==> config.mk <==
export PLATFORM = sky130hd
export DESIGN_NAME = mwi_message_summary_parser_unit
export DESIGN_NICKNAME = d
export VERILOG_FILES = /design/src/sv/mwi_msp_pkg.sv /design/src/sv/mwi_message_summary_parser_unit.sv
export VERILOG_INCLUDE_DIRS = /design/src /design/src/sv
export SDC_FILE = /design/constraint.sdc
export NUM_CORES = 1
export LEC_CHECK = 0
export ABC_AREA = 1
export BUFFER_PORTS_ARGS = -buffer_cell sky130_fd_sc_hd__buf_2
export CORE_MARGIN = 4
export CORE_UTILIZATION = 55
export CTS_BUF_LIST = sky130_fd_sc_hd__clkbuf_4
export CTS_CLUSTER_SIZE = 25
export DETAILED_ROUTE_END_ITERATION = 16
export PLACE_DENSITY_LB_ADDON = 0.3
export SLEW_MARGIN = 0
export SYNTH_ARGS = -nofsm -noshare
export SYNTH_HDL_FRONTEND = slang
export SYNTH_SLANG_ARGS = --single-unit
==> constraint.sdc <==
create_clock -name clk -period 6.12 [get_ports clk]
set_clock_uncertainty 0.2 [all_clocks]
set_input_delay 1.224 -clock clk [delete_from_list [all_inputs] [get_ports clk]]
set_output_delay 1.224 -clock clk [all_outputs]
set_load 0.02 [all_outputs]
==> src/sv/mwi_message_summary_parser_unit_defines.svh <==
// assertion macros for the message summary parser
`ifndef MWI_MESSAGE_SUMMARY_PARSER_UNIT_DEFINES_SVH
`define MWI_MESSAGE_SUMMARY_PARSER_UNIT_DEFINES_SVH

// same-cycle implication, checked on every rising edge outside reset
`define MWI_ASSERT_IMPLY(lbl, ante, cons, msg) \
  lbl: assert property (@(posedge clk) disable iff (!rst_n) (ante) |-> (cons)) \
    else $error(msg);

// next-cycle implication, checked on every rising edge outside reset
`define MWI_ASSERT_NEXT(lbl, ante, cons, msg) \
  lbl: assert property (@(posedge clk) disable iff (!rst_n) (ante) |=> (cons)) \
    else $error(msg);

`endif

==> src/sv/mwi_msp_pkg.sv <==
// types, constants and character helpers of the message summary parser
`timescale 1ns / 1ps

package mwi_msp_pkg;

  // default count width and output field width
  localparam int COUNT_BITS_DEF = 16;
  localparam int OUT_CNT_W      = 16;
  localparam int IN_DATA_W      = 8;
  localparam int OUT_DATA_W     = 72;
  localparam int POS_W          = 5;

  // keyword lengths
  localparam int MW_LEN  = 17;
  localparam int VM_LEN  = 14;
  localparam int YES_LEN = 3;
  localparam int RADIX   = 10;

  // character codes
  localparam logic [7:0] CH_NUL    = 8'h00;
  localparam logic [7:0] CH_TAB    = 8'h09;
  localparam logic [7:0] CH_LF     = 8'h0a;
  localparam logic [7:0] CH_VT     = 8'h0b;
  localparam logic [7:0] CH_FF     = 8'h0c;
  localparam logic [7:0] CH_CR     = 8'h0d;
  localparam logic [7:0] CH_SPACE  = 8'h20;
  localparam logic [7:0] CH_LPAREN = 8'h28;
  localparam logic [7:0] CH_SLASH  = 8'h2f;
  localparam logic [7:0] CH_ZERO   = 8'h30;
  localparam logic [7:0] CH_NINE   = 8'h39;
  localparam logic [7:0] CH_UP_A   = 8'h41;
  localparam logic [7:0] CH_UP_Z   = 8'h5a;
  localparam logic [7:0] CH_LO_M   = 8'h6d;
  localparam logic [7:0] CH_LO_V   = 8'h76;

  // count register slots
  localparam logic [1:0] CNT_NEW_VOICE  = 2'd0;
  localparam logic [1:0] CNT_OLD_VOICE  = 2'd1;
  localparam logic [1:0] CNT_NEW_URGENT = 2'd2;
  localparam logic [1:0] CNT_OLD_URGENT = 2'd3;

  // line parsing phase
  typedef enum logic [12:0] {
    PH_LINE   = 13'b0000000000001,
    PH_KMW    = 13'b0000000000010,
    PH_KVM    = 13'b0000000000100,
    PH_MWSP   = 13'b0000000001000,
    PH_YES    = 13'b0000000010000,
    PH_SKIP   = 13'b0000000100000,
    PH_VMSP   = 13'b0000001000000,
    PH_NSTART = 13'b0000010000000,
    PH_NWS1   = 13'b0000100000000,
    PH_NWS    = 13'b0001000000000,
    PH_NDIG   = 13'b0010000000000,
    PH_PAREN  = 13'b0100000000000,
    PH_DONE   = 13'b1000000000000
  } phase_t;

  // ascii lower case
  function automatic logic [7:0] to_lower(input logic [7:0] c);
    return (c >= CH_UP_A && c <= CH_UP_Z) ? (c + 8'd32) : c;
  endfunction

  function automatic logic is_digit(input logic [7:0] c);
    return (c >= CH_ZERO) && (c <= CH_NINE);
  endfunction

  // space, tab, vt, ff, cr; line feed is not a blank here
  function automatic logic is_blank(input logic [7:0] c);
    return (c == CH_SPACE) || (c == CH_TAB) || (c == CH_VT) ||
           (c == CH_FF) || (c == CH_CR);
  endfunction

  // "messages-waiting:" by position
  function automatic logic [7:0] kw_waiting(input logic [POS_W-1:0] p);
    logic [7:0] ch;
    case (p)
      5'd0:    ch = "m";
      5'd1:    ch = "e";
      5'd2:    ch = "s";
      5'd3:    ch = "s";
      5'd4:    ch = "a";
      5'd5:    ch = "g";
      5'd6:    ch = "e";
      5'd7:    ch = "s";
      5'd8:    ch = "-";
      5'd9:    ch = "w";
      5'd10:   ch = "a";
      5'd11:   ch = "i";
      5'd12:   ch = "t";
      5'd13:   ch = "i";
      5'd14:   ch = "n";
      5'd15:   ch = "g";
      5'd16:   ch = ":";
      default: ch = CH_NUL;
    endcase
    return ch;
  endfunction

  // "voice-message:" by position
  function automatic logic [7:0] kw_voice(input logic [POS_W-1:0] p);
    logic [7:0] ch;
    case (p)
      5'd0:    ch = "v";
      5'd1:    ch = "o";
      5'd2:    ch = "i";
      5'd3:    ch = "c";
      5'd4:    ch = "e";
      5'd5:    ch = "-";
      5'd6:    ch = "m";
      5'd7:    ch = "e";
      5'd8:    ch = "s";
      5'd9:    ch = "s";
      5'd10:   ch = "a";
      5'd11:   ch = "g";
      5'd12:   ch = "e";
      5'd13:   ch = ":";
      default: ch = CH_NUL;
    endcase
    return ch;
  endfunction

  // "yes" by position
  function automatic logic [7:0] kw_yes(input logic [POS_W-1:0] p);
    logic [7:0] ch;
    case (p)
      5'd0:    ch = "y";
      5'd1:    ch = "e";
      5'd2:    ch = "s";
      default: ch = CH_NUL;
    endcase
    return ch;
  endfunction

endpackage

==> src/sv/mwi_message_summary_parser_unit.sv <==
// the last word is registered in the input stage, then its summary in the result register behind out_tvalid
// throughput: one word per cycle; a last word stalls while an unread result meets out_tready low
// the parser state is updated once per word by a single pass of compare and select logic
// reset (rst_n low, synchronous) empties both stages and puts the parser at line start
// with the waiting flag and all counts at zero; the same clear follows each last word
`timescale 1ns / 1ps
`include "mwi_message_summary_parser_unit_defines.svh"

module mwi_message_summary_parser_unit #(
  parameter int COUNT_BITS = mwi_msp_pkg::COUNT_BITS_DEF
) (
  input  logic                                 clk,
  input  logic                                 rst_n,
  input  logic                                 in_tvalid,
  output logic                                 in_tready,
  input  logic [mwi_msp_pkg::IN_DATA_W-1:0]    in_tdata,   // [7:0] text_byte
  input  logic                                 in_tlast,   // last_byte
  output logic                                 out_tvalid,
  input  logic                                 out_tready,
  // [0] wait_flag, [16:1] nv_count, [32:17] ov_count,
  // [48:33] nu_count, [64:49] ou_count, [71:65] zero
  output logic [mwi_msp_pkg::OUT_DATA_W-1:0]   out_tdata
);

  localparam int               ACC_W   = COUNT_BITS + 4;
  localparam int               POS_W   = mwi_msp_pkg::POS_W;
  localparam logic [COUNT_BITS-1:0] CNT_MAX = {COUNT_BITS{1'b1}};

  // input stage
  logic       s1_valid_r;
  logic [7:0] s1_byte_r;
  logic       s1_last_r;

  // parser state
  mwi_msp_pkg::phase_t    phase_r, phase_nxt;
  logic [POS_W-1:0]       pos_r, pos_nxt;
  logic [COUNT_BITS-1:0]  acc_r, acc_nxt;
  logic                   wait_r, wait_nxt;
  logic [COUNT_BITS-1:0]  cnt_r   [4];
  logic [COUNT_BITS-1:0]  cnt_nxt [4];

  // result stage
  logic                                out_valid_r;
  logic [mwi_msp_pkg::OUT_DATA_W-1:0]  out_data_r, out_data_nxt;

  logic       out_free;
  logic       proc;
  logic [7:0] c;
  logic [7:0] lc;
  logic       do_yes, do_nsc, do_after, do_add, do_start, do_giveup;
  logic [1:0] start_k;
  logic [1:0] k;
  logic [POS_W-1:0] ypos;
  logic [31:0] w0, w1, w2, w3;

  // decimal step with saturation: acc * 10 + digit
  function automatic logic [COUNT_BITS-1:0] add_digit_f(
    input logic [COUNT_BITS-1:0] a,
    input logic [3:0]            d
  );
    logic [ACC_W-1:0] ext;
    logic [ACC_W-1:0] sum;
    ext = ACC_W'(a);
    sum = (ext << 3) + (ext << 1) + ACC_W'(d);
    return (sum > ACC_W'(CNT_MAX)) ? CNT_MAX : sum[COUNT_BITS-1:0];
  endfunction

  // handshake: a last word needs the result register free
  assign out_free  = !out_valid_r || out_tready;
  assign proc      = s1_valid_r && (!s1_last_r || out_free);
  assign in_tready = !s1_valid_r || proc;

  assign c  = s1_byte_r;
  assign lc = mwi_msp_pkg::to_lower(s1_byte_r);

  // per-word parser update
  always_comb begin
    phase_nxt = phase_r;
    pos_nxt   = pos_r;
    acc_nxt   = acc_r;
    wait_nxt  = wait_r;
    cnt_nxt   = cnt_r;
    do_yes    = 1'b0;
    do_nsc    = 1'b0;
    do_after  = 1'b0;
    do_add    = 1'b0;
    do_start  = 1'b0;
    do_giveup = 1'b0;
    start_k   = mwi_msp_pkg::CNT_NEW_VOICE;
    k         = pos_r[1:0];
    ypos      = pos_r;

    if (proc && phase_r != mwi_msp_pkg::PH_DONE) begin
      if (c == mwi_msp_pkg::CH_NUL) begin
        phase_nxt = mwi_msp_pkg::PH_DONE;
      end else begin
        case (phase_r)
          mwi_msp_pkg::PH_LINE: begin
            if (lc == mwi_msp_pkg::CH_LO_M) begin
              phase_nxt = mwi_msp_pkg::PH_KMW;
              pos_nxt   = POS_W'(1);
            end else if (lc == mwi_msp_pkg::CH_LO_V) begin
              phase_nxt = mwi_msp_pkg::PH_KVM;
              pos_nxt   = POS_W'(1);
            end else begin
              do_giveup = 1'b1;
            end
          end
          mwi_msp_pkg::PH_KMW: begin
            if (pos_r < POS_W'(mwi_msp_pkg::MW_LEN) &&
                lc == mwi_msp_pkg::kw_waiting(pos_r)) begin
              pos_nxt = pos_r + POS_W'(1);
              if (pos_r == POS_W'(mwi_msp_pkg::MW_LEN - 1)) begin
                phase_nxt = mwi_msp_pkg::PH_MWSP;
                pos_nxt   = '0;
                wait_nxt  = 1'b0;
              end
            end else begin
              do_giveup = 1'b1;
            end
          end
          mwi_msp_pkg::PH_KVM: begin
            if (pos_r < POS_W'(mwi_msp_pkg::VM_LEN) &&
                lc == mwi_msp_pkg::kw_voice(pos_r)) begin
              pos_nxt = pos_r + POS_W'(1);
              if (pos_r == POS_W'(mwi_msp_pkg::VM_LEN - 1)) begin
                phase_nxt = mwi_msp_pkg::PH_VMSP;
                pos_nxt   = '0;
              end
            end else begin
              do_giveup = 1'b1;
            end
          end
          mwi_msp_pkg::PH_MWSP: begin
            if (c != mwi_msp_pkg::CH_SPACE) begin
              ypos   = '0;
              do_yes = 1'b1;
            end
          end
          mwi_msp_pkg::PH_YES: begin
            do_yes = 1'b1;
          end
          mwi_msp_pkg::PH_SKIP: begin
            if (c == mwi_msp_pkg::CH_LF) begin
              phase_nxt = mwi_msp_pkg::PH_LINE;
            end
          end
          mwi_msp_pkg::PH_VMSP: begin
            if (c != mwi_msp_pkg::CH_SPACE) begin
              pos_nxt   = '0;
              acc_nxt   = '0;
              cnt_nxt[mwi_msp_pkg::CNT_NEW_VOICE] = '0;
              phase_nxt = mwi_msp_pkg::PH_NSTART;
              do_nsc    = 1'b1;
            end
          end
          mwi_msp_pkg::PH_NSTART: begin
            do_nsc = 1'b1;
          end
          mwi_msp_pkg::PH_NWS1: begin
            if (mwi_msp_pkg::is_digit(c)) begin
              do_add = 1'b1;
            end else if (mwi_msp_pkg::is_blank(c)) begin
              phase_nxt = mwi_msp_pkg::PH_NWS;
            end else if (pos_r == POS_W'(1) && c == mwi_msp_pkg::CH_LPAREN) begin
              do_start = 1'b1;
              start_k  = mwi_msp_pkg::CNT_NEW_URGENT;
            end else begin
              do_giveup = 1'b1;
            end
          end
          mwi_msp_pkg::PH_NWS: begin
            if (mwi_msp_pkg::is_digit(c)) begin
              do_add = 1'b1;
            end else if (!mwi_msp_pkg::is_blank(c)) begin
              do_giveup = 1'b1;
            end
          end
          mwi_msp_pkg::PH_NDIG: begin
            if (mwi_msp_pkg::is_digit(c)) begin
              do_add = 1'b1;
            end else begin
              do_after = 1'b1;
            end
          end
          mwi_msp_pkg::PH_PAREN: begin
            if (c == mwi_msp_pkg::CH_LPAREN) begin
              do_start = 1'b1;
              start_k  = mwi_msp_pkg::CNT_NEW_URGENT;
            end else begin
              do_giveup = 1'b1;
            end
          end
          default: begin
          end
        endcase

        // "yes" test after the waiting keyword
        if (do_yes) begin
          phase_nxt = mwi_msp_pkg::PH_YES;
          if (ypos < POS_W'(mwi_msp_pkg::YES_LEN) &&
              lc == mwi_msp_pkg::kw_yes(ypos)) begin
            pos_nxt = ypos + POS_W'(1);
            if (ypos == POS_W'(mwi_msp_pkg::YES_LEN - 1)) begin
              wait_nxt  = 1'b1;
              phase_nxt = mwi_msp_pkg::PH_SKIP;
              pos_nxt   = '0;
            end
          end else begin
            do_giveup = 1'b1;
          end
        end

        // first character of a count
        if (do_nsc) begin
          if (mwi_msp_pkg::is_digit(c)) begin
            do_add = 1'b1;
          end else if (mwi_msp_pkg::is_blank(c)) begin
            phase_nxt = (c == mwi_msp_pkg::CH_SPACE) ? mwi_msp_pkg::PH_NWS1
                                                     : mwi_msp_pkg::PH_NWS;
          end else begin
            do_after = 1'b1;
          end
        end

        // delimiter after a count
        k = pos_nxt[1:0];
        if (do_after) begin
          if ((k == mwi_msp_pkg::CNT_NEW_VOICE || k == mwi_msp_pkg::CNT_NEW_URGENT) &&
              c == mwi_msp_pkg::CH_SLASH) begin
            do_start = 1'b1;
            start_k  = k + 2'd1;
          end else if ((k == mwi_msp_pkg::CNT_NEW_VOICE ||
                        k == mwi_msp_pkg::CNT_OLD_VOICE) &&
                       c == mwi_msp_pkg::CH_SPACE) begin
            phase_nxt = mwi_msp_pkg::PH_PAREN;
          end else begin
            do_giveup = 1'b1;
          end
        end

        // begin a new count
        if (do_start) begin
          pos_nxt          = POS_W'(start_k);
          acc_nxt          = '0;
          cnt_nxt[start_k] = '0;
          phase_nxt        = mwi_msp_pkg::PH_NSTART;
        end

        // abandon the line
        if (do_giveup) begin
          phase_nxt = (c == mwi_msp_pkg::CH_LF) ? mwi_msp_pkg::PH_LINE
                                                : mwi_msp_pkg::PH_SKIP;
          pos_nxt   = '0;
        end

        // accumulate one decimal digit
        if (do_add) begin
          acc_nxt                = add_digit_f(acc_nxt, c[3:0]);
          cnt_nxt[pos_nxt[1:0]]  = acc_nxt;
          phase_nxt              = mwi_msp_pkg::PH_NDIG;
        end
      end
    end

    // result capture and clear on the last word
    w0 = 32'(cnt_nxt[mwi_msp_pkg::CNT_NEW_VOICE]);
    w1 = 32'(cnt_nxt[mwi_msp_pkg::CNT_OLD_VOICE]);
    w2 = 32'(cnt_nxt[mwi_msp_pkg::CNT_NEW_URGENT]);
    w3 = 32'(cnt_nxt[mwi_msp_pkg::CNT_OLD_URGENT]);
    out_data_nxt = {7'd0, w3[15:0], w2[15:0], w1[15:0], w0[15:0], wait_nxt};

    if (proc && s1_last_r) begin
      phase_nxt = mwi_msp_pkg::PH_LINE;
      pos_nxt   = '0;
      acc_nxt   = '0;
      wait_nxt  = 1'b0;
      for (int i = 0; i < 4; i++) begin
        cnt_nxt[i] = '0;
      end
    end
  end

  // input stage registers
  always_ff @(posedge clk) begin
    if (!rst_n) begin
      s1_valid_r <= 1'b0;
    end else if (in_tready) begin
      s1_valid_r <= in_tvalid;
    end
    if (in_tready && in_tvalid) begin
      s1_byte_r <= in_tdata;
      s1_last_r <= in_tlast;
    end
  end

  // parser state registers
  always_ff @(posedge clk) begin
    if (!rst_n) begin
      phase_r <= mwi_msp_pkg::PH_LINE;
      pos_r   <= '0;
      acc_r   <= '0;
      wait_r  <= 1'b0;
      for (int i = 0; i < 4; i++) begin
        cnt_r[i] <= '0;
      end
    end else begin
      phase_r <= phase_nxt;
      pos_r   <= pos_nxt;
      acc_r   <= acc_nxt;
      wait_r  <= wait_nxt;
      cnt_r   <= cnt_nxt;
    end
  end

  // result register
  always_ff @(posedge clk) begin
    if (!rst_n) begin
      out_valid_r <= 1'b0;
    end else if (proc && s1_last_r) begin
      out_valid_r <= 1'b1;
    end else if (out_tready) begin
      out_valid_r <= 1'b0;
    end
    if (proc && s1_last_r) begin
      out_data_r <= out_data_nxt;
    end
  end

  assign out_tvalid = out_valid_r;
  assign out_tdata  = out_data_r;

  // checks
  `MWI_ASSERT_NEXT(a_clear_after_last, proc && s1_last_r,
    phase_r == mwi_msp_pkg::PH_LINE && pos_r == '0 && !wait_r && acc_r == '0,
    "parser state not cleared after last word")
  `MWI_ASSERT_IMPLY(a_stall_on_full, s1_valid_r && s1_last_r && out_valid_r && !out_tready,
    !in_tready && !proc, "last word processed while result still unread")
  `MWI_ASSERT_NEXT(a_result_on_last, proc && s1_last_r,
    out_tvalid, "no result after last word")
  `MWI_ASSERT_IMPLY(a_yes_pos, phase_r == mwi_msp_pkg::PH_YES,
    pos_r < POS_W'(mwi_msp_pkg::YES_LEN), "yes position out of range")

endmodule

* Word-level counts from Yosys, hierarchy flattened
Memory sizes are Yosys's and may differ from the RTL's. A register that Yosys moved wholly into a read port is not among the register bits. Index checks and enable logic that the tools add are counted.
Word-level totals: bits in registers 175, ROM bits 336, input port bits 13, output and inout port bits 74, memories kept 2
Memories:
- (no name shown) | words 32, bits a word 7, rd ports 1, clocked after Yosys merged registers in 1, write ports 0, RTL line mwi_msp_pkg.sv:77 | case (p)
- (no name shown) | words 16, bits a word 7, rd ports 1, clocked after Yosys merged registers in 1, write ports 0, RTL line mwi_msp_pkg.sv:103 | case (p)
Operators by class: add/subtract/negate cells 6, magnitude comparators 12, eq/ne operators 34, muxes and demuxes 150, bitwise operators 6, reductions and logical operators 33
Operator list (number):
- two-way mux 64 bit | 6
- two-way mux 13 bit | 21
- two-way mux 16 bit | 13
- two-way mux 5 bit | 21
- two-way mux 8 bit | 11
- case mux 13 bit (6 select lines) | 1
- AND 64 bit | 1
- bitwise mux 64 bit | 1
- demux 16 bit (select 2 bit) | 2
- NOT 64 bit | 1
- two-way mux 1 bit | 53
- equality test 8 x 4 -> 1 bit, second input constant | 5
- equality test 8 x 6 -> 1 bit, second input constant | 3
- equality test 8 bit | 3
- case mux 7 bit (3 select lines) | 1
- adder 19 x 17 -> 20 bit | 1
- adder 20 x 4 -> 20 bit | 1
- > comparator 20 x 16 -> 1 bit, second input constant | 1
- case mux 5 bit (4 select lines) | 1
- two-way mux 6 bit | 3
- equality test 8 x 7 -> 1 bit, second input constant | 2
- two-way mux 2 bit | 8
- logical AND 1 bit | 14
- equality test 13 x 1 -> 1 bit, second input constant | 1
- other kinds (47) | 66

* Longest topological paths before layout
Gate-level depths: netlist of the first run.
word-level depth 38, gate-level depth with buffers 46, mapped depth without buffers 42

* Least setup slack after synthesis of the first run
No wires, ideal clock.
path type register to register, from register s1_byte_r[1], in the netlist c[1], to register out_data_r, in the netlist out_tdata[10] (data pin), setup time 0.252 ns, data arrival time 5.735 ns, required time 5.668 ns, setup slack -0.068 ns, stages on the path, launching flop included 43, path buffers 4, period minus slack after synthesis 6.188 ns, cell sequence edfxtp_1 > buf_2 > nor2_2 > nand2_1 > inv_2 > nand2_4 > nand3_4 > nand2_2 > ha_1 > or2_2 > nand2_1 > nor2_1 > nand4_1 > nor2_2 > nand3_2 > nand2_1 > inv_2 > nand2_4 > [... 7 more ...] > fa_1 > fa_1 > a21oi_1 > o21bai_1 > nand2_1 > o211ai_1 > a21o_1 > a21oi_1 > o21ai_0 > a21oi_1 > xnor2_1 > nor2_1 > nand3_4 > buf_2 > o21ai_1 > nand2_1 > o21ai_2 > inv_2
Between the ends: cells in the longest elaborated chain, start to end 37, elaborated cells between the ends (all ways) 155
RTL lines:
- start, declared | RTL line mwi_message_summary_parser_unit.sv:31 | logic [7:0] s1_byte_r;
- start signal, assigned | RTL line mwi_message_summary_parser_unit.sv:292 | s1_byte_r <= in_tdata;
- parallel branches: the longest is 35 deep, another holds inequality test 8 x 6 -> 1 bit
- two-way mux 64 bit (*) | RTL line mwi_message_summary_parser_unit.sv:94 | if (c == mwi_msp_pkg::CH_NUL) begin
- two-way mux 64 bit (*) | RTL line mwi_message_summary_parser_unit.sv:93 | if (proc && phase_r != mwi_msp_pkg::PH_DONE) begin
- via out_data_nxt, one bit | RTL line mwi_message_summary_parser_unit.sv:44 | logic [mwi_msp_pkg::OUT_DATA_W-1:0] out_data_r, out_data_nxt;
- end signal, assigned | RTL line mwi_message_summary_parser_unit.sv:326 | out_data_r <= out_data_nxt;
- end, declared | RTL line mwi_message_summary_parser_unit.sv:44
Mark *: on every way through the listed nets, which the timed path passes. The select of a mux whose other input is x is not followed. A chain may end at the register's enable or synchronous reset.

* Worst setup path in the final report of the first run
from register s1_byte_r[6], in the netlist c[6], to register out_data_r, in the netlist out_tdata[29] (data pin)
Same word-level chain as after synthesis.

==> results of run 1 <==
-- layer usage --
metal / wire length [um] / up-vias
met5: 13 / -
met4: 641 / 2
met3: 2330 / 65
met2: 15700 / 455
met1: 14100 / 5061
li1: - / 5252
-- power by group --
group | total [uW] | switching [uW] | leakage (uW) | internal [uW]
registers | 1370 | 22.3 | 0.00164 | 1350
logic | 618 | 390 | 0.00421 | 228
clock network | 745 | 542 | 0.000168 | 203
total | 2730 | 954 | 0.00602 | 1780
-- final timing paths --
path                     start                       to  slack [ns]  cells after the start
max             c[6]$_DFFE_PP_  out_tdata[29]$_DFFE_PP_       -0.20                     40
min          wait_r$_SDFF_PP0_        wait_r$_SDFF_PP0_        0.30                      2
max reg2reg     c[6]$_DFFE_PP_  out_tdata[29]$_DFFE_PP_       -0.20                     40
min reg2reg  wait_r$_SDFF_PP0_        wait_r$_SDFF_PP0_        0.30                      2
-- worst max-delay path, delay by kind of cell (launching register included) --
| family | cells | cell delay [ns] |
|---|---|---|
| AO/OA/AOI/OAI | 8 | 1.25 |
| XOR/XNOR | 1 | 0.06 |
| adder cells (fa/ha/maj) | 3 | 1.01 |
| buffers and inverters | 6 | 0.85 |
| flip-flops | 1 | 0.44 |
| AND/OR/NAND/NOR | 22 | 2.29 |
-- through the flow --
stage / power, uW / instance area, sq um / std cells
global route: 2830 / 13600 / 1940
floorplan: 1750 / 11300 / 1504
CTS: 2650 / 12800 / 1917
global placement: 1920 / 12400 / 1883
detailed placement: 1920 / 12400 / 1883
finish: 2730 / 13600 / 1940
-- sequential cells by signal, summed over array words and instances (netlist names), named ones only --
register,count
out_tdata,65
phase_r,13
cnt_r,64
c,8
wait_r,1
out_tvalid,1
s1_last_r,1
pos_r,5
acc_r,16
s1_valid_r,1
-- final cells by class --
cell class,instances,area share (%)
timing repair buffer,198,10.2
clock buffer,17,0.936
multi-input combinational,1090,47.2
clock inverter,15,1.51
inverter,165,4.58
tap,265,2.43
antenna,1,0.0184
sequential,189,33.2
-- Yosys cell counts, drive strengths merged --
| cell | number |
|---|---|
| or2 | 1 |
| conb | 1 |
| nor3 | 14 |
| xnor2 | 12 |
| o311ai | 1 |
| dfxtp | 115 |
| a21o | 1 |
| a211oi | 1 |
| fa | 2 |
| a21oi | 170 |
| edfxtp | 74 |
| nand4 | 15 |
| o221ai | 15 |
| nand3b | 2 |
| a21boi | 3 |
| nor4 | 4 |
| nor2 | 143 |
| clkbuf | 30 |
| nand2 | 467 |
| a31oi | 5 |
| o2111ai | 7 |
| o21bai | 2 |
| o211ai | 7 |
| inv | 160 |
| a41oi | 1 |
| ha | 48 |
| xor2 | 13 |
| o41ai | 1 |
| a22oi | 1 |
| and3 | 1 |
| clkinv | 5 |
| nand3 | 70 |
| o22ai | 6 |
| o2bb2ai | 1 |
| o21ai | 69 |
| buf | 30 |
-- kinds of logic (layout without fill, tap and decap cells) --
logic type / Yosys count / in the layout / synth area share (%)
AOI/OAI and AO/OA: 291 / 291 / 14.9
xor gates and xnor gates: 25 / 25 / 1.95
adders and majority gates: 50 / 50 / 5.71
buffers and inverters: 225 / 395 / 8.48
DFF: 189 / 189 / 40.3
other: 1 / 8 / 0.0334
and+or+nand+nor: 717 / 717 / 28.6
-- what timing repair did --
action                     4_1_cts  5_1_grt
setup endpoints to repair       29      144
buffers inserted                 2       23
pin swaps                        3       69
hold endpoints to repair         0        0
gates resized for setup          4      183
hold buffers                     0        0
gates cloned                     0        1
==> metrics.sh, run 1 <==
SETUP_TNS_NS=-10.32
SYNTH_AREA_SQ_UM=11200
GLOBAL_PLACER_S_FINAL_WEIGHTED_CONGESTION=0.954
AREA_DELTA_SYNTH_FINAL_PCT=21.5
WORST_IR_DROP_VDD_mV=0.193
LEAKAGE_uW=0.00602
SYN_INST=1498
LARGEST_NET_DEGREE_AT_THE_START_OF_GLOBAL_ROUTING=114
TIMING.FINAL.SETUP_VIOLATIONS=118
VIOLATED_CHECKS='setup timing'
PLACEMENTROWS=51
ROUTED_VIA_DENSITY=5.59
GRT_PASS1_VIAS=9704
PWR_DENSITY_CELL_nW_PER_UM2=200
DETAIL_ROUTE.FIRST_PASS.ITERATIONS=5
TRITONCTS='done'
SYNTHDISTINCTLIBCELLS=55
CRITICAL_PATH.STARTPOINT_TYPE='flip-flop'
DIE_AREA_SQ_UM=22700
MOSTFREQUENTLAYOUTCELLS='nand2_1 (369), inv_1 (127), a21oi_1 (120), dfxtp_1 (113), buf_4 (105)'
IO_BUFFERS=79
HOLD_CLASS='reg2reg'
HTREEDEPTH=4
LAYOUT_COMMONEST_CELL='nand2_1'
DP.FINAL_HPWL_UM=22700
ROUTE.VIAS.TOTAL=10800
CAP_VIOLATIONS=0
CLKSLEWWORSTSETUPHOLDPATHS_NS=0.18
SYNTH_AREA_LEADERS='dfxtp_1 (21%), edfxtp_1 (20%), nand2_1 (15%)'
FILLCELLCOUNT=1631
CPMAXSTAGEDELAYCELL='fa_1'
MAX_SLEW_MARGIN_PCT=11.8
OVERALL_GLOBAL_ROUTING_RESOURCE_USAGE_PCT=27.3
FLOORPLAN.DIE.HEIGHT_UM=151
PATH_COMMON_CELL='nand2_1'
MULTI_INPUT_AREA_SQ_UM=6430
CPPEAKSTAGEDELAY_NS=0.47
WORST_EP_REQUIRED_TIME_NS=6.31
GRT_PASS1_WL_UM=49000
PATH_CLASS='reg2reg'
GRT.MET2_USAGE_PCT=43.1
DIE_W_UM=151
CRITPATHMAXFANOUT=6
CLOCKROOTBUFFER='clkbuf_4'
MET1_RESOURCE_USE_GR_PCT=38.6
SYNTH_TOP_AREA_SHARE_PCT=20.5
RUN_STATUS='finished, violations left'
UNREPAIRED_SETUP_ENDPOINTS_AFTER_GLOBAL_ROUTING='true'
ROUTE.ANTENNA.REMAINING_NETS=0
GRTUSAGEMET3_PCT=4.97
WORSTPATHARRIVAL_NS=6.50
TIMING_WORST_SLEW_PIN_VALUE_NS=1.32
DRT-WIRELENGTH-PER-CELL_UM=16.9
FMAX_MHz=158
IO_PINS=87
NUMBER_OF_SYNTHESIZED_REGISTER_BITS=189
YOSYS_WARNINGS=0
WIRELENGTH_UM=32800
ANTENNA_FOUND_INITIAL=2
DRT_DRC_VIOLATIONS_LEFT=0
FIN_CRIT_SH_PCT=103
NETS=1724
FINAL_PERIOD_MINUS_WORST_SETUP_SLACK_NS=6.32
TIMING.FINAL.HOLD_VIOLATIONS=0
FLOORPLAN.CORE_AREA_SQ_UM=19800
HOLDWS_NS=0.295
POST-SYNTH-TOP-AREA-CELL='dfxtp_1'
SYN-MEAN-INSTANCE-AREA_SQ_UM=7.49
UTILIZATION_PCT=68.9
TIMING.CRITICAL_PATH.TO_TYPE='flip-flop'
SEQCELLAREA_SQ_UM=4530
PRE_CTS_SLACK_NS=-0.122
POST_ROUTE_CELLS_DRIVE_ABOVE_1_SHARE_PCT=30.2
YS_SEQ_AREA_SHARE_PCT=40.3
GRT_BUSIEST_LAYER='met2'
POSTLAYOUTSETUPSLACKWORST_NS=-0.195
GRT_OVERFLOW_TOTAL=0
INITIAL_UTILIZATION_PCT=56.7
CLOCK_TREE.BUFFER_DEPTH=2
NUMCLOCKSINKS=189
DR.FIRST_ITER.DRC_COUNT=1102
CLKLATENCYLATEPIN_NS=0.61
SLEW_VIOL_FINAL=0
CTS_BUFFERS=17
Note: power is estimated with default switching activity, not from simulation.
==> inputs of run 2 (changes only) <==
clock period = 5.66 ns   (was 6.12 ns; I/O delays follow)
==> run 2 against run 1 <==
  * The run still ends with setup timing left
  * Sequential power increased by 8%
  * Maximum frequency increased by 4.2%
  * Flip-flop and latch count unchanged
  * Non-clock buffer count increased by 87
  * Setup slack got worse by 0.21 ns
  * Worst hold slack improved by 0.0039 ns
  * Critical path type unchanged
  * Critical endpoint is now acc_r[7]$_SDFFE_PP0P_
  * Largest cell class unchanged
==> metrics.sh, run 2 (same netlist as run 1, synthesis figures left out) <==
SLEW_VIOL_FINAL=0  # unchanged
CP_BUFS_INVS=11  # +5
PLACEMENT.CELL_AREA_SQ_UM=13000  # +5.0%
SEQ_POWER_SHARE_PCT=48.0  # -2.1 points
CLKLATENCYLATEPIN_NS=0.63  # +0.02 ns
TIMING.FINAL.HOLD_VIOLATIONS=0  # unchanged
MET1_LENGTH_UM=14800  # +4.3%
WORST_IR_DROP_VDD_mV=0.167  # -13%
TOP_LAYER_USED='met5'
DIE_W_UM=151  # unchanged
FLOORPLAN.CORE_AREA_SQ_UM=19800  # unchanged
OVERALL_GLOBAL_ROUTING_RESOURCE_USAGE_PCT=29.5  # +2.2 points
DP.FINAL_HPWL_UM=23600  # +3.9%
CAP_VIOLATIONS=0  # unchanged
WIRELENGTH_UM=34800  # +6.1%
HTREEDEPTH=4  # unchanged
WORST_EP_REQUIRED_TIME_NS=5.91  # -0.40 ns
CRITPATHMAXFANOUT=10  # +4
REGTOREGSTARTPOINT='c[4]$_DFFE_PP_'
GRT_OVERFLOW_TOTAL=0  # unchanged
GLOBAL_PLACER_S_FINAL_WEIGHTED_CONGESTION=0.951  # -0.35%
POST_ROUTE_CELLS_DRIVE_ABOVE_1_SHARE_PCT=32.9  # +2.7 points
LARGEST_NET_DEGREE_AT_THE_START_OF_GLOBAL_ROUTING=108  # -5.3%
REGTOREGENDPOINT='acc_r[7]$_SDFFE_PP0P_'
TIMING.FINAL.SETUP_VIOLATIONS=144  # +22%
FMAX_MHz=165  # +4.2%
ANTENNA_FOUND_INITIAL=2  # unchanged
LEAKAGE_uW=0.00648  # +7.6%
NETS=1811  # +5.0%
RUN_STATUS='finished, violations left'
POST-PLACE-CELLS=1943  # +3.2%
SETUP_TNS_NS=-38.20  # -27.87 ns
DR_WL_MET2_UM=16000  # +2.1%
DETAIL_ROUTE.FIRST_PASS.ITERATIONS=8  # +3
FIN_CRIT_SH_PCT=107  # +3.9 points
GRT_PASS1_WL_UM=53200  # +8.4%
CPPEAKSTAGEDELAY_NS=0.45  # -0.02 ns
ROUTE.ANTENNA.REMAINING_NETS=0  # unchanged
WL_MET3_UM=2850  # +22%
FINISH.CELL_COUNT_WITHOUT_FILLERS=2028  # +4.5%
CPMAXSTAGEDELAYCELL='edfxtp_1'
TIMING.CRITICAL_PATH.TO_TYPE='flip-flop'
INITIAL_UTILIZATION_PCT=56.7  # unchanged
NUMCLOCKSINKS=189  # unchanged
WORSTPATHARRIVAL_NS=6.31  # -0.19 ns
POSTLAYOUTSETUPSLACKWORST_NS=-0.402  # -0.207 ns
FILLCELLCOUNT=1495  # -8.3%
DIE_AREA_SQ_UM=22700  # unchanged
VIOLATED_CHECKS='setup timing'
ROUTED_VIA_DENSITY=5.56  # -0.50%
LARGEST_REG_FLOPS=65  # unchanged
UNREPAIRED_SETUP_ENDPOINTS_AFTER_GLOBAL_ROUTING='true'
R2R_SLACK_NS=-0.40  # -0.21 ns
P_SW_SHARE_PCT=35.7  # +0.73 points
CRITICAL_PATH_DEPTH=41  # +2.5%
PATH_COMMON_CELL='buf_4'
COUNT_OF_CELLS_ALONG_THE_WORST_REGISTER_TO_REGISTER_PATH=41  # +2.5%
PRE_CTS_SLACK_NS=-0.369  # -0.247 ns
INTPOWER_uW=1990  # +12%
IO_PINS=87  # unchanged
PWR_DENSITY_CELL_nW_PER_UM2=215  # +7.2%
CRITICAL_PATH.STARTPOINT='c[4]$_DFFE_PP_'
CLKSLEWWORSTSETUPHOLDPATHS_NS=0.20  # +0.02 ns
FINALINSTANCEAREA_SQ_UM=14400  # +5.5%
TRITONCTS='done'
MAX_SLEW_MARGIN_PCT=5.41  # -6.4 points
FINAL_PERIOD_MINUS_WORST_SETUP_SLACK_NS=6.06  # -0.253 ns
FLOORPLAN.DIE.HEIGHT_UM=151  # unchanged
P_CLK_SHARE_PCT=28.0  # +0.7 points
ROUTE.VIAS.TOTAL=11300  # +4.0%
DRT_DRC_VIOLATIONS_LEFT=0  # unchanged
POWER_FRAC_COMB_PCT=24.1  # +1.5 points
HOLDWS_NS=0.299  # +0.00395 ns
MOSTFREQUENTLAYOUTCELLS='nand2_1 (394), buf_4 (186), a21oi_1 (132), inv_1 (127), dfxtp_1 (109)'
PLACEMENTROWS=51  # unchanged
AREA_DELTA_SYNTH_FINAL_PCT=28.2
IO_BUFFERS=79  # unchanged
PSW_uW=1100  # +15%
CLOCK_TREE.BUFFER_DEPTH=2  # unchanged
HOLD_CLASS='reg2reg'
TIMING_WORST_SLEW_PIN_VALUE_NS=1.41  # +0.0961 ns
WORST_PATH_DOMINANT_CELL_FAMILY='simple AND/OR/NAND/NOR gates'
PATH_CLASS='reg2reg'
DRT-WIRELENGTH-PER-CELL_UM=17.2  # +1.5%
CRITICAL_PATH.STARTPOINT_TYPE='flip-flop'
CRIT_END='acc_r[7]$_SDFFE_PP0P_'
LAYOUT_COMMONEST_CELL='nand2_1'
GRT_PASS1_VIAS=10300  # +6.5%
CTS_BUFFERS=17  # unchanged
DR.FIRST_ITER.DRC_COUNT=1268  # +15%
CLOCKROOTBUFFER='clkbuf_4'
[run 2: changes by cell type in the layout (fill, tap and decap cells not counted), moves of 6 or more]
cell,before,now
o21ai_2,15,21
buf_4,105,186
buf_6,9,17
a21oi_1,120,132
nor2_1,99,93
o21ai_1,28,16
nand2_1,369,394
nand2_2,87,56
a21oi_2,50,38
nor2_4,24,30
[run 2: cell type report]
cell class              instances  area (sq um)  area share (%)
diodes                          2          5.00          0.0348
clock inverters                15           231            1.61
well taps                     265           332            2.31
clock buffers                  17           128           0.887
repair buffers                285          2050            14.2
multi-input cells            1090          6470            45.0
flip-flops and latches        189          4530            31.5
inverters                     165           636            4.42
[run 2: what timing repair did]
item,CTS,global route
resized for setup,74,91
hold buffers,0,0
cloned,0,1
buffers inserted,40,20
endpoints found under the setup margin,144,144
pin swaps,66,24
[run 2: power by group through the flow]
stage	registers [uW]	clock network, uW	logic, uW
global route	1490	927	796
CTS	1480	865	667
floorplan	1520	0	385
global placement	1510	0	606
detailed placement	1510	0	617
finish	1480	864	744
[run 2: worst min path at each step]
stage,startpoint,endpoint,slack [ns],cells after the start
after floorplan,wait_r$_SDFF_PP0_,wait_r$_SDFF_PP0_,0.25,2
after global placement,wait_r$_SDFF_PP0_,wait_r$_SDFF_PP0_,0.26,2
after detailed placement,wait_r$_SDFF_PP0_,wait_r$_SDFF_PP0_,0.27,2
after CTS,wait_r$_SDFF_PP0_,wait_r$_SDFF_PP0_,0.30,2
after global routing,wait_r$_SDFF_PP0_,wait_r$_SDFF_PP0_,0.33,2
final,wait_r$_SDFF_PP0_,wait_r$_SDFF_PP0_,0.30,2
[run 2: tightest hold or removal path: stages (launching register included)]
cell	delay, ns
dfxtp_1	0.34
o41ai_1	0.07
a21oi_1	0.07
[run 2: metrics by stage]
step,power [uW],util (%)
after floorplan,1910,-
after CTS,3010,70.4
after global routing,3210,72.7
after detailed placement,2130,65.8
final,3090,72.7
after global placement,2110,65.8
[run 2: per-layer routing]
metal,vias to the layer above,track usage [%]
met4,2,8.98
met1,5160,41.0
met5,-,0
li1,5425,-
met3,107,5.24
met2,576,47.1
